`src/rtl/msx_pkg.sv`:
```
// Package: shared types, constants and the control program of the xorshift1024* block.
`default_nettype none
package msx_pkg;

   localparam int DEF_STREAMS  = 8;
   localparam int STREAM_W     = 3;
   localparam int SEED_W       = 32;
   localparam int WORD_W       = 64;
   localparam int HALF_W       = 32;
   localparam int POS_W        = 4;
   localparam int K_W          = 5;
   localparam int PC_W         = 4;
   localparam int REQ_DATA_W   = 40;
   localparam int RSP_DATA_W   = 64;
   localparam int STREAM_EXT_W = 7;

   localparam logic [HALF_W-1:0] WARM_MULT   = 32'd1812433253;
   localparam logic [WORD_W-1:0] OUT_MULT    = 64'd1181783497276652981;
   localparam logic [POS_W-1:0]  LAST_POS    = 4'd15;
   localparam logic [K_W-1:0]    FIRST_K     = 5'd1;
   localparam logic [K_W-1:0]    SEED_LAST_K = 5'd31;
   localparam logic              MODE_DRAW   = 1'b0;
   localparam logic              MODE_SEED   = 1'b1;

   typedef enum logic [3:0] {
      ACT_NOP,
      ACT_IDLE,
      ACT_SEED_MUL,
      ACT_SEED_ADD,
      ACT_SEED_POS,
      ACT_RD_POS,
      ACT_RD_W0,
      ACT_RD_W1,
      ACT_MIX,
      ACT_MUL_LL,
      ACT_MUL_HL,
      ACT_MUL_LH,
      ACT_EMIT
   } act_type;

   typedef enum logic [2:0] {
      COND_NEXT,
      COND_JUMP,
      COND_DISPATCH,
      COND_LOOP_K,
      COND_WAIT_OUT
   } cond_type;

   typedef struct packed {
      act_type          act;
      cond_type         cond;
      logic [PC_W-1:0]  target;
   } ctl_type;

   typedef struct packed {
      logic accept;
      logic seed;
      logic in_range;
      logic k_last;
      logic out_free;
   } status_type;

   localparam logic [PC_W-1:0] PC_IDLE      = 4'd0;
   localparam logic [PC_W-1:0] PC_SEED_MUL  = 4'd1;
   localparam logic [PC_W-1:0] PC_DRAW      = 4'd5;

   function automatic ctl_type msx_rom(input logic [PC_W-1:0] pc);
      ctl_type w;
      unique case (pc)
         4'd0:    w = '{ACT_IDLE,     COND_DISPATCH, PC_DRAW};
         4'd1:    w = '{ACT_SEED_MUL, COND_NEXT,     PC_IDLE};
         4'd2:    w = '{ACT_SEED_ADD, COND_LOOP_K,   PC_SEED_MUL};
         4'd3:    w = '{ACT_SEED_POS, COND_JUMP,     PC_IDLE};
         4'd5:    w = '{ACT_RD_POS,   COND_NEXT,     PC_IDLE};
         4'd6:    w = '{ACT_RD_W0,    COND_NEXT,     PC_IDLE};
         4'd7:    w = '{ACT_RD_W1,    COND_NEXT,     PC_IDLE};
         4'd8:    w = '{ACT_MIX,      COND_NEXT,     PC_IDLE};
         4'd9:    w = '{ACT_MUL_LL,   COND_NEXT,     PC_IDLE};
         4'd10:   w = '{ACT_MUL_HL,   COND_NEXT,     PC_IDLE};
         4'd11:   w = '{ACT_MUL_LH,   COND_NEXT,     PC_IDLE};
         4'd12:   w = '{ACT_EMIT,     COND_WAIT_OUT, PC_IDLE};
         default: w = '{ACT_NOP,      COND_JUMP,     PC_IDLE};
      endcase
      return w;
   endfunction

endpackage
`default_nettype wire

```
`src/rtl/msx_seq.sv`:
```
// Sequencer: step counter over the control program with conditional jumps.
`default_nettype none
module msx_seq
   import msx_pkg::*;
(
   input  wire logic       clock,
   input  wire logic       reset,
   input  wire status_type status,
   output ctl_type         ctl
);

   logic [PC_W-1:0] pc_ff;
   logic [PC_W-1:0] pc_in;

   always_comb begin
      ctl = msx_rom(pc_ff);
   end

   always_comb begin
      pc_in = pc_ff;
      unique case (ctl.cond)
         COND_NEXT: begin
            pc_in = pc_ff + 1'b1;
         end
         COND_JUMP: begin
            pc_in = ctl.target;
         end
         COND_DISPATCH: begin
            if (status.accept && status.in_range) begin
               pc_in = status.seed ? pc_ff + 1'b1 : ctl.target;
            end
         end
         COND_LOOP_K: begin
            pc_in = status.k_last ? pc_ff + 1'b1 : ctl.target;
         end
         COND_WAIT_OUT: begin
            if (status.out_free) begin
               pc_in = ctl.target;
            end
         end
         default: begin
            pc_in = PC_IDLE;
         end
      endcase
   end

   always_ff @(posedge clock) begin
      if (reset) begin
         pc_ff <= PC_IDLE;
      end else begin
         pc_ff <= pc_in;
      end
   end

   property p_seed_loop_stays;
      @(posedge clock) disable iff (reset)
      (ctl.act == ACT_SEED_ADD && !status.k_last) |=> (ctl.act == ACT_SEED_MUL);
   endproperty
   a_seed_loop_stays: assert property (p_seed_loop_stays)
      else $error("seed loop left early");

   property p_emit_hold;
      @(posedge clock) disable iff (reset)
      (ctl.act == ACT_EMIT && !status.out_free) |=> (ctl.act == ACT_EMIT);
   endproperty
   a_emit_hold: assert property (p_emit_hold)
      else $error("result step left while output full");

   property p_dispatch_draw;
      @(posedge clock) disable iff (reset)
      (ctl.act == ACT_IDLE && status.accept && status.in_range && !status.seed)
         |=> (ctl.act == ACT_RD_POS);
   endproperty
   a_dispatch_draw: assert property (p_dispatch_draw)
      else $error("draw not dispatched");

endmodule
`default_nettype wire

```
`config.mk`:
```
export PLATFORM = sky130hd
export DESIGN_NAME = msx_seq
export DESIGN_NICKNAME = d
export VERILOG_FILES = /design/src/rtl/msx_pkg.sv /design/src/rtl/msx_seq.sv
export SDC_FILE = /design/constraint.sdc
export NUM_CORES = 1
export LEC_CHECK = 0
export BUFFER_PORTS_ARGS = -buffer_cell sky130_fd_sc_hd__buf_4
export CAP_MARGIN = 10
export CELL_PAD_IN_SITES_DETAIL_PLACEMENT = 0
export CELL_PAD_IN_SITES_GLOBAL_PLACEMENT = 1
export CORE_MARGIN = 2
export CORE_UTILIZATION = 30
export CTS_BUF_LIST = sky130_fd_sc_hd__clkbuf_8
export CTS_CLUSTER_SIZE = 10
export DETAILED_ROUTE_END_ITERATION = 8
export GPL_TIMING_DRIVEN = 0
export PLACE_DENSITY = 0.59
export RECOVER_POWER = 100
export SLEW_MARGIN = 20
export SYNTH_ARGS = -nofsm -noshare
export SYNTH_HDL_FRONTEND = slang
export SYNTH_SLANG_ARGS = --single-unit
```
`constraint.sdc`:
```
create_clock -name clock -period 2.8 [get_ports clock]
set_input_delay 0.28 -clock clock [delete_from_list [all_inputs] [get_ports clock]]
set_output_delay 0.28 -clock clock [all_outputs]
set_load 0.05 [all_outputs]
```
# Yosys cells after proc, flatten, opt, wreduce, memory -nomap -nowiden
# Memories as Yosys holds them, arrays and structs flattened. A register that Yosys moved wholly into a read port is not among the register bits.
# Index checks and enable logic that the tools add are counted.
dict set report totals {
  rom_bits 144
  memories 1
  input_bits 7
  register_bits 4
  output_inout_bits 11
}
dict set report op_classes {
  n_addsub 1
  eq_ne 6
  mux 7
  n_reduce_logical 3
}
# memory words width read_ports rd_clocked_by_memory_dff wr line_no
set mem_list {}
lappend mem_list {{(no name shown)} 16 9 1 1 0 msx_pkg.sv:69} ;# unique case (pc)
# op count
set ops {}
lappend ops {{4-bit two-way mux} 6}
lappend ops {{4-bit case mux with 5 select lines} 1}
lappend ops {{3-bit by 2-bit equality test with 1-bit output (second input constant)} 2}
lappend ops {{4-bit by 1-bit adder with 4-bit output (second input constant)} 1}
lappend ops {{2-bit inequality test (second input constant)} 2}
lappend ops {{3-bit by 1-bit equality test with 1-bit output (second input constant)} 1}
lappend ops {{3-bit equality test (second input constant)} 1}
lappend ops {{3-bit logical NOT} 1}
lappend ops {{2-bit AND reduction} 1}
lappend ops {{1-bit logical AND} 1}

# Depth between registers and ports, before layout
# Gate-level depths: netlist of run 1.
dict set report depth {
  word_depth 6
  ltp_mapped 10
  depth_no_buf 10
}

# Least setup slack after synthesis of run 1
# No wires, ideal clock.
dict set report synth_timing {
  path_kind {flip-flop to flip-flop}
  from {register, netlist name ctl[4]}
  to {register, netlist name ctl[7]}
  required_ns 2.679
  setup_slack_ns 0.419
  setup_ns 0.121
  synth_period_minus_slack_ns 2.381
  path_stages_with_launch 10
  arrival_time_ns 2.260
  n_path_buf 1
  cell_sequence {dfxtp_1 -> buf_6 -> nand3_1 -> o21ai_1 -> a32oi_1 -> o221a_2 -> nor2_4 -> inv_1 -> ha_1 -> mux2_4}
}
dict set report synth_between {
  elab_chain_cells 5
}
# item line_no
set synth_lines {}
lappend synth_lines {{3-bit by 2-bit equality test with 1-bit output / 3-bit equality test (equally long branches)} msx_seq.sv:21} ;# unique case (ctl.cond)
lappend synth_lines {{2-bit inequality test (no source line)} n/a}
lappend synth_lines {{2-bit AND reduction (no source line)} n/a}
lappend synth_lines {{4-bit two-way mux (no source line) (*) (2 in a row)} n/a}
# Mark *: on every way between the ends. The rest lies on a longest branch, timed or not.
# A chain may end at the register's enable or synchronous reset.

# Worst setup path after layout of run 1
dict set report layout_timing {
  from {register, netlist name ctl[5]}
  to {register, netlist name ctl[7]}
}
dict set report layout_between {
  elab_chain_cells 5
}
# item line_no
set layout_lines {}
lappend layout_lines {{3-bit by 2-bit equality test with 1-bit output / 3-bit equality test (equally long branches)} msx_seq.sv:21}
lappend layout_lines {{2-bit inequality test (no source line)} n/a}
lappend layout_lines {{2-bit AND reduction (no source line)} n/a}
lappend layout_lines {{4-bit two-way mux (no source line) (*) (2 in a row)} n/a}
# Marked as above.

==> reports/results.txt, run 1 <==
Status: completed
Clk buf depth: 2
Die footprint: 2937 um^2
Fmax: 395.7 MHz
H-tree depth: 1
Total of max-cap violations: 0
Clk_lat worst skew: 0.24 ns
Synth area leader: dfxtp_1
Share of the synthesized area in the top cell type: 0.3179
Largest net degree at the start of global routing: 11
Storage element area: 240.2 um^2
Area growth from synthesis to layout: 17.38%
I/O Pins: 18
DR iter-0 viols: 13
Port Buffers: 14
Final Setup Violations: 0
Synth Cell Area: 755.7 um^2
Async set or reset register ratio after synthesis: 0
Hold Path Class: in2reg
Nets@finish: 113
Total power density per cell area: 1080 nW/um^2
Dpl hpwl: 1136 um
Final period util: 0.9026
Gr ovfl total: 0
Pwr Total: 0.9585 mW
CTS Hold Bufs: 0
Critical path required time: 2.92 ns
Most numerous cell in the Yosys netlist: dfxtp_1
Starting Density: 0.3107
Clock sinks: 12
Top_reg_cell synth: dfxtp_1
Final ANT Viol Nets: 0
Startpoint Class: flip-flop
Drc violations: 0
Via count: 613
CTS tree: yes
Lkg Pwr: 0.3823 nW
Proportion of layout cells with a drive suffix above 1: 0.1800
Gpl congestion: 0.6862
Core Area: 2432 um^2
Row count: 18
Flops & latches, synth: 12
# resized after CTS: 0
Antenna Cells: 0
Register area share after synthesis: 0.3179
Top cells by area, synth: dfxtp_1, ha_1, mux2i_1
Netlist cell types: 34
Fill cell count: 273
TritonRoute pass-1 iters: 4
Critical path type: reg2reg
Final Critical Period: 2.527 ns
Worst-margin pin slew: 0.7095 ns
Reg clk slew, reported paths: 0.06 ns
Crit path DAT: 2.65 ns
Clock root cell: clkbuf_8
Setup TNS: 0 ns
Via-to-Cell Ratio: 4.715
Routed wire length: 1453 um
Worst vdd ir: 505.2 uV
Post-synth EDFFs: 0
Worst Setup End Kind: flip-flop
Die X: 54.19 um
Warnings, synthesis: 0
Slew headroom: 0.5270
Initial antenna violation count: 0
Synth top cells by count: dfxtp_1, inv_1, a21oi_1, ha_1
Synth Instances: 81
CTS Buf Count: 3
RSZ-0062 raised after global routing: false
Vias in the first global route: 582
Die height: 54.19 um
First-pass GRT wire length: 2421 um
Global Route Usage Sum: 0.1152
Worst Path Max Fanout: 10
Final Hold Vio Count: 0
Final slew viol count: 0
Post-CTS setup buffer count: 0
Routed len/inst: 11.18 um
Area of the multi-input gates: 404.1 um^2
Avg Cell Area, Syn: 9.330 um^2
Worst clock skew: 0.003518 ns
==> through the flow <==
step / hold WS, ns / cells / cell area [um^2] / worst slack [ns] / util
after floorplan: 0.4873 / 82 / 759.5 / 0.4187 / -
after global placement: 0.5108 / 126 / 902.1 / 0.3430 / 0.3709
after detailed placement: 0.5139 / 126 / 902.1 / 0.3499 / 0.3709
after CTS: 0.2624 / 130 / 957.2 / 0.3569 / 0.3935
after global routing: 0.2453 / 130 / 887.1 / 0.08592 / 0.3647
final: 0.2347 / 130 / 887.1 / 0.2728 / 0.3647
==> placed cells by master, fill, tap and decap left out, types with 2 or more instances in the layout <==
cell / instances
buf_4: 8
xnor2_1: 2
mux2i_1: 4
a21oi_1: 7
clkbuf_8: 4
o211ai_1: 2
ha_1: 5
nor2b_1: 2
dfxtp_1: 12
nand2_1: 4
conb_1: 2
buf_6: 2
nand3_1: 2
o21ai_0: 5
a32o_1: 2
nor2_1: 4
clkbuf_1: 9
inv_1: 9
==> worst max-delay path, stage by stage (launching register included) <==
cell     delay, ns
dfxtp_1       0.39
nor2b_1       0.18
o21ai_0       0.29
a32oi_1       0.16
o221a_2       0.31
nor2_1        0.42
inv_1         0.09
ha_1          0.31
mux2_4        0.27
==> registers in the layout, summed over array words and instances (netlist names) <==
| register | flops |
|---|---|
| ctl | 8 |
| pc_ff | 4 |
==> final timing paths <==
check                start        to  slack (ns)  depth (start not counted)
setup / recovery    ctl[5]    ctl[7]        0.27                          8
hold / removal       reset  pc_ff[0]        0.23                          2
setup reg to reg    ctl[5]    ctl[7]        0.27                          8
hold reg to reg   pc_ff[0]  pc_ff[0]        0.54                          2
==> area by class of cell <==
cell class                      count  share of cell area
Clock buffer                        4             0.06206
Timing Repair Buffer               14             0.08039
Multi-Input combinational cell     56              0.4556
Tap cell                           30             0.04231
Inverter                            9             0.03808
Buffer                              5             0.05078
Sequential cell                    12              0.2708
==> power breakdown <==
part	total, mW	leakage [nW]	internal (mW)	switching (mW)
sequential	0.264	0.0987	0.222	0.0419
combinational	0.507	0.255	0.181	0.326
clock	0.188	0.0288	0.124	0.0636
==> kinds of logic (layout without fill, tap and decap cells) <==
logic type                 Yosys count  in the layout  synth area share
AOI/OAI and AO/OA                   23             23            0.2219
muxes                                5              5           0.07284
xor gates and xnor gates             2              2           0.02318
adders and majority gates            5              5           0.08278
DFF                                 12             12            0.3179
and+or+nand+nor                     19             19            0.1722
buffers and inverters               14             32            0.1043
other                                1              2          0.004962
==> per-layer routing <==
metal	up-vias	share of wire	global-route usage
met3	2	0.065	0.02500
li1	322	-	-
met5	-	0	0
met1	273	0.47	0.1352
met4	0	0.010	0.05000
met2	16	0.45	0.1988
No activity file was read; power rests on OpenSTA's default activity.
==> inputs of run 2 (changes only) <==
- ABC_CLOCK_PERIOD_IN_PS: default -> 2800
- CORE_MARGIN: 2 -> 1.5
==> reports/results.txt, run 2 (synthesis gave the netlist of run 1 again) <==
Core Area: 2432 um^2 (unchanged)
Row count: 18 (unchanged)
Antenna Cells: 0 (unchanged)
Gpl congestion: 0.6812 (-0.73%)
Crit path DAT: 2.67 ns (+0.02 ns)
CP delay by family, top: compound AO/OA/AOI/OAI gates
CTS Hold Bufs: 0 (unchanged)
I/O Pins: 18 (unchanged)
Clock sinks: 12 (unchanged)
Initial antenna violation count: 0 (unchanged)
Fmax: 392.8 MHz (-0.74%)
Uppermost layer routed: met4
Clk buf depth: 2 (unchanged)
H-tree depth: 1 (unchanged)
Layout Cells excl Fill: 130 (unchanged)
Worst Setup End Kind: flip-flop
Dpl hpwl: 1108 um (-2.4%)
Setup TNS: 0 ns (unchanged)
Met1 Wirelength: 735 um (+6.8%)
Crit-path cells: nor2b_1, o21ai_0, a32oi_1, o221a_2, nor2_1, inv_1, ha_1, mux2_1
Cell area after layout: 890.9 um^2 (+0.42%)
Worst vdd ir: 494.5 uV (-2.1%)
Die height: 53.19 um (-1.8%)
Met2 wire length: 652 um (-0.31%)
Met3 routed WL: 89 um (-5.3%)
DR iter-0 viols: 11 (-2)
Reg2Reg Setup Slack: 0.25 ns (-0.02 ns)
Slowest-stage cell, CP: nor2_1
Placed inst area: 902.1 um^2 (unchanged)
Critical path required time: 2.92 ns (about the same)
Worst hold path endpoint: pc_ff[0]
Routed len/inst: 11.48 um (+2.7%)
Routed wire length: 1492 um (+2.7%)
Nets@finish: 113 (unchanged)
Fill cell count: 268 (-1.8%)
Die footprint: 2829 um^2 (-3.7%)
Drc violations: 0 (unchanged)
Reg clk slew, reported paths: 0.06 ns (about the same)
Port Buffers: 14 (unchanged)
Hold Path Class: in2reg
Reg2reg start: ctl[5]
Status: completed
Startpoint Class: flip-flop
RSZ-0062 raised after global routing: false
Slew headroom: 0.4088 (-0.1182)
Lkg Pwr: 0.3778 nW (-1.2%)
Worst clock skew: 0.002028 ns (-0.001489 ns)
Placed Cells: 126 (unchanged)
Critical path type: reg2reg
# resized after CTS: 0 (unchanged)
Worst-margin pin slew: 0.8868 ns (+0.1773 ns)
Most common cell after layout, fill and taps aside: dfxtp_1
Worst Path Max Fanout: 10 (unchanged)
Reg2Reg Depth: 8 (unchanged)
Post-CTS setup buffer count: 0 (unchanged)
Vias in the first global route: 541 (-7.0%)
Total power density per cell area: 1073 nW/um^2 (-0.72%)
Final Hold Vio Count: 0 (unchanged)
Gr ovfl total: 0 (unchanged)
TritonRoute pass-1 iters: 4 (unchanged)
Hold Path Depth: 2 (unchanged)
Area growth from synthesis to layout: 17.88%
Die X: 53.19 um (-1.8%)
Total of max-cap violations: 0 (unchanged)
Final slew viol count: 0 (unchanged)
Pwr Total: 0.9556 mW (-0.30%)
First-pass GRT wire length: 2408 um (-0.54%)
Global Route Usage Sum: 0.1146 (-0.0005968)
CTS Buf Count: 3 (unchanged)
Final Setup Violations: 0 (unchanged)
Final Critical Period: 2.546 ns (+0.01881 ns)
Final period util: 0.9093 (+0.006717)
Proportion of layout cells with a drive suffix above 1: 0.1800 (unchanged)
Starting Density: 0.3107 (unchanged)
Worst reg2reg path endpoint: ctl[7]
Final ANT Viol Nets: 0 (unchanged)
CTS tree: yes
CP peak stage delay: 0.42 ns (about the same)
CP Buf/Inv Count: 1 (unchanged)
Start point of the worst hold path: reset
Largest net degree at the start of global routing: 11 (unchanged)
Clock root cell: clkbuf_8
Largest register FFs: 8 (unchanged)
Commonest non-fill, non-tap cells in the layout: dfxtp_1, inv_1, clkbuf_1
Clk_lat worst skew: 0.24 ns (about the same)
Via count: 622 (+1.5%)
Via-to-Cell Ratio: 4.785 (+1.5%)
## run 2: cell types whose count changed in the layout (fill, tap and decap cells not counted)
cell,change
mux2_1,+1
mux2_4,-1
nor2_1,-1
nor2_4,+1
## run 2: area by class of cell
cell class	count	area, um^2	area share
Multi-Input combinational cell	56	407.9	0.4579
Clock buffer	4	55.05	0.06180
Timing Repair Buffer	14	71.32	0.08006
Inverter	9	33.78	0.03792
Tap cell	30	37.54	0.04213
Buffer	5	45.04	0.05056
Sequential cell	12	240.2	0.2697
## run 2: worst register-to-register path, cell delays in order, from the launching register on
cell	delay, ns
dfxtp_1	0.39
nor2b_1	0.18
o21ai_0	0.28
a32oi_1	0.16
o221a_2	0.31
nor2_1	0.42
inv_1	0.10
ha_1	0.30
mux2_1	0.28
## run 2: worst max path at each step
stage / start / to / slack [ns] / depth (start not counted)
5_1_grt: ctl[5] / ctl[7] / 0.09 / 8
6_report: ctl[5] / ctl[7] / 0.25 / 8
4_1_cts: ctl[6] / ctl[4] / 0.33 / 9
3_3_place_gp: status[4] / ctl[4] / 0.34 / 10
2_1_floorplan: ctl[4] / ctl[7] / 0.42 / 9
3_5_place_dp: status[4] / ctl[4] / 0.33 / 10
## run 2: through the flow
| step | setup slack (ns) | utilization | hold WS (ns) |
|---|---|---|---|
| floorplan | 0.4187 | - | 0.4873 |
| global placement | 0.3412 | 0.3709 | 0.5098 |
| detailed placement | 0.3257 | 0.3709 | 0.5227 |
| CTS | 0.3269 | 0.3935 | 0.2672 |
| global route | 0.08742 | 0.3663 | 0.2582 |
| finish | 0.2540 | 0.3663 | 0.2517 |
## run 2: power by group
| group | internal, mW | switching (mW) | total (mW) | leakage (nW) |
|---|---|---|---|---|
| logic | 0.172 | 0.327 | 0.499 | 0.250 |
| registers | 0.222 | 0.0432 | 0.265 | 0.0987 |
| clock network | 0.124 | 0.0674 | 0.192 | 0.0288 |
## run 2: per-layer routing
| metal | track usage | up-vias |
|---|---|---|
| met2 | 0.1854 | 17 |
| met1 | 0.1492 | 282 |
| li1 | - | 321 |
| met4 | 0.03846 | 0 |
| met5 | 0 | - |
| met3 | 0.02542 | 2 |
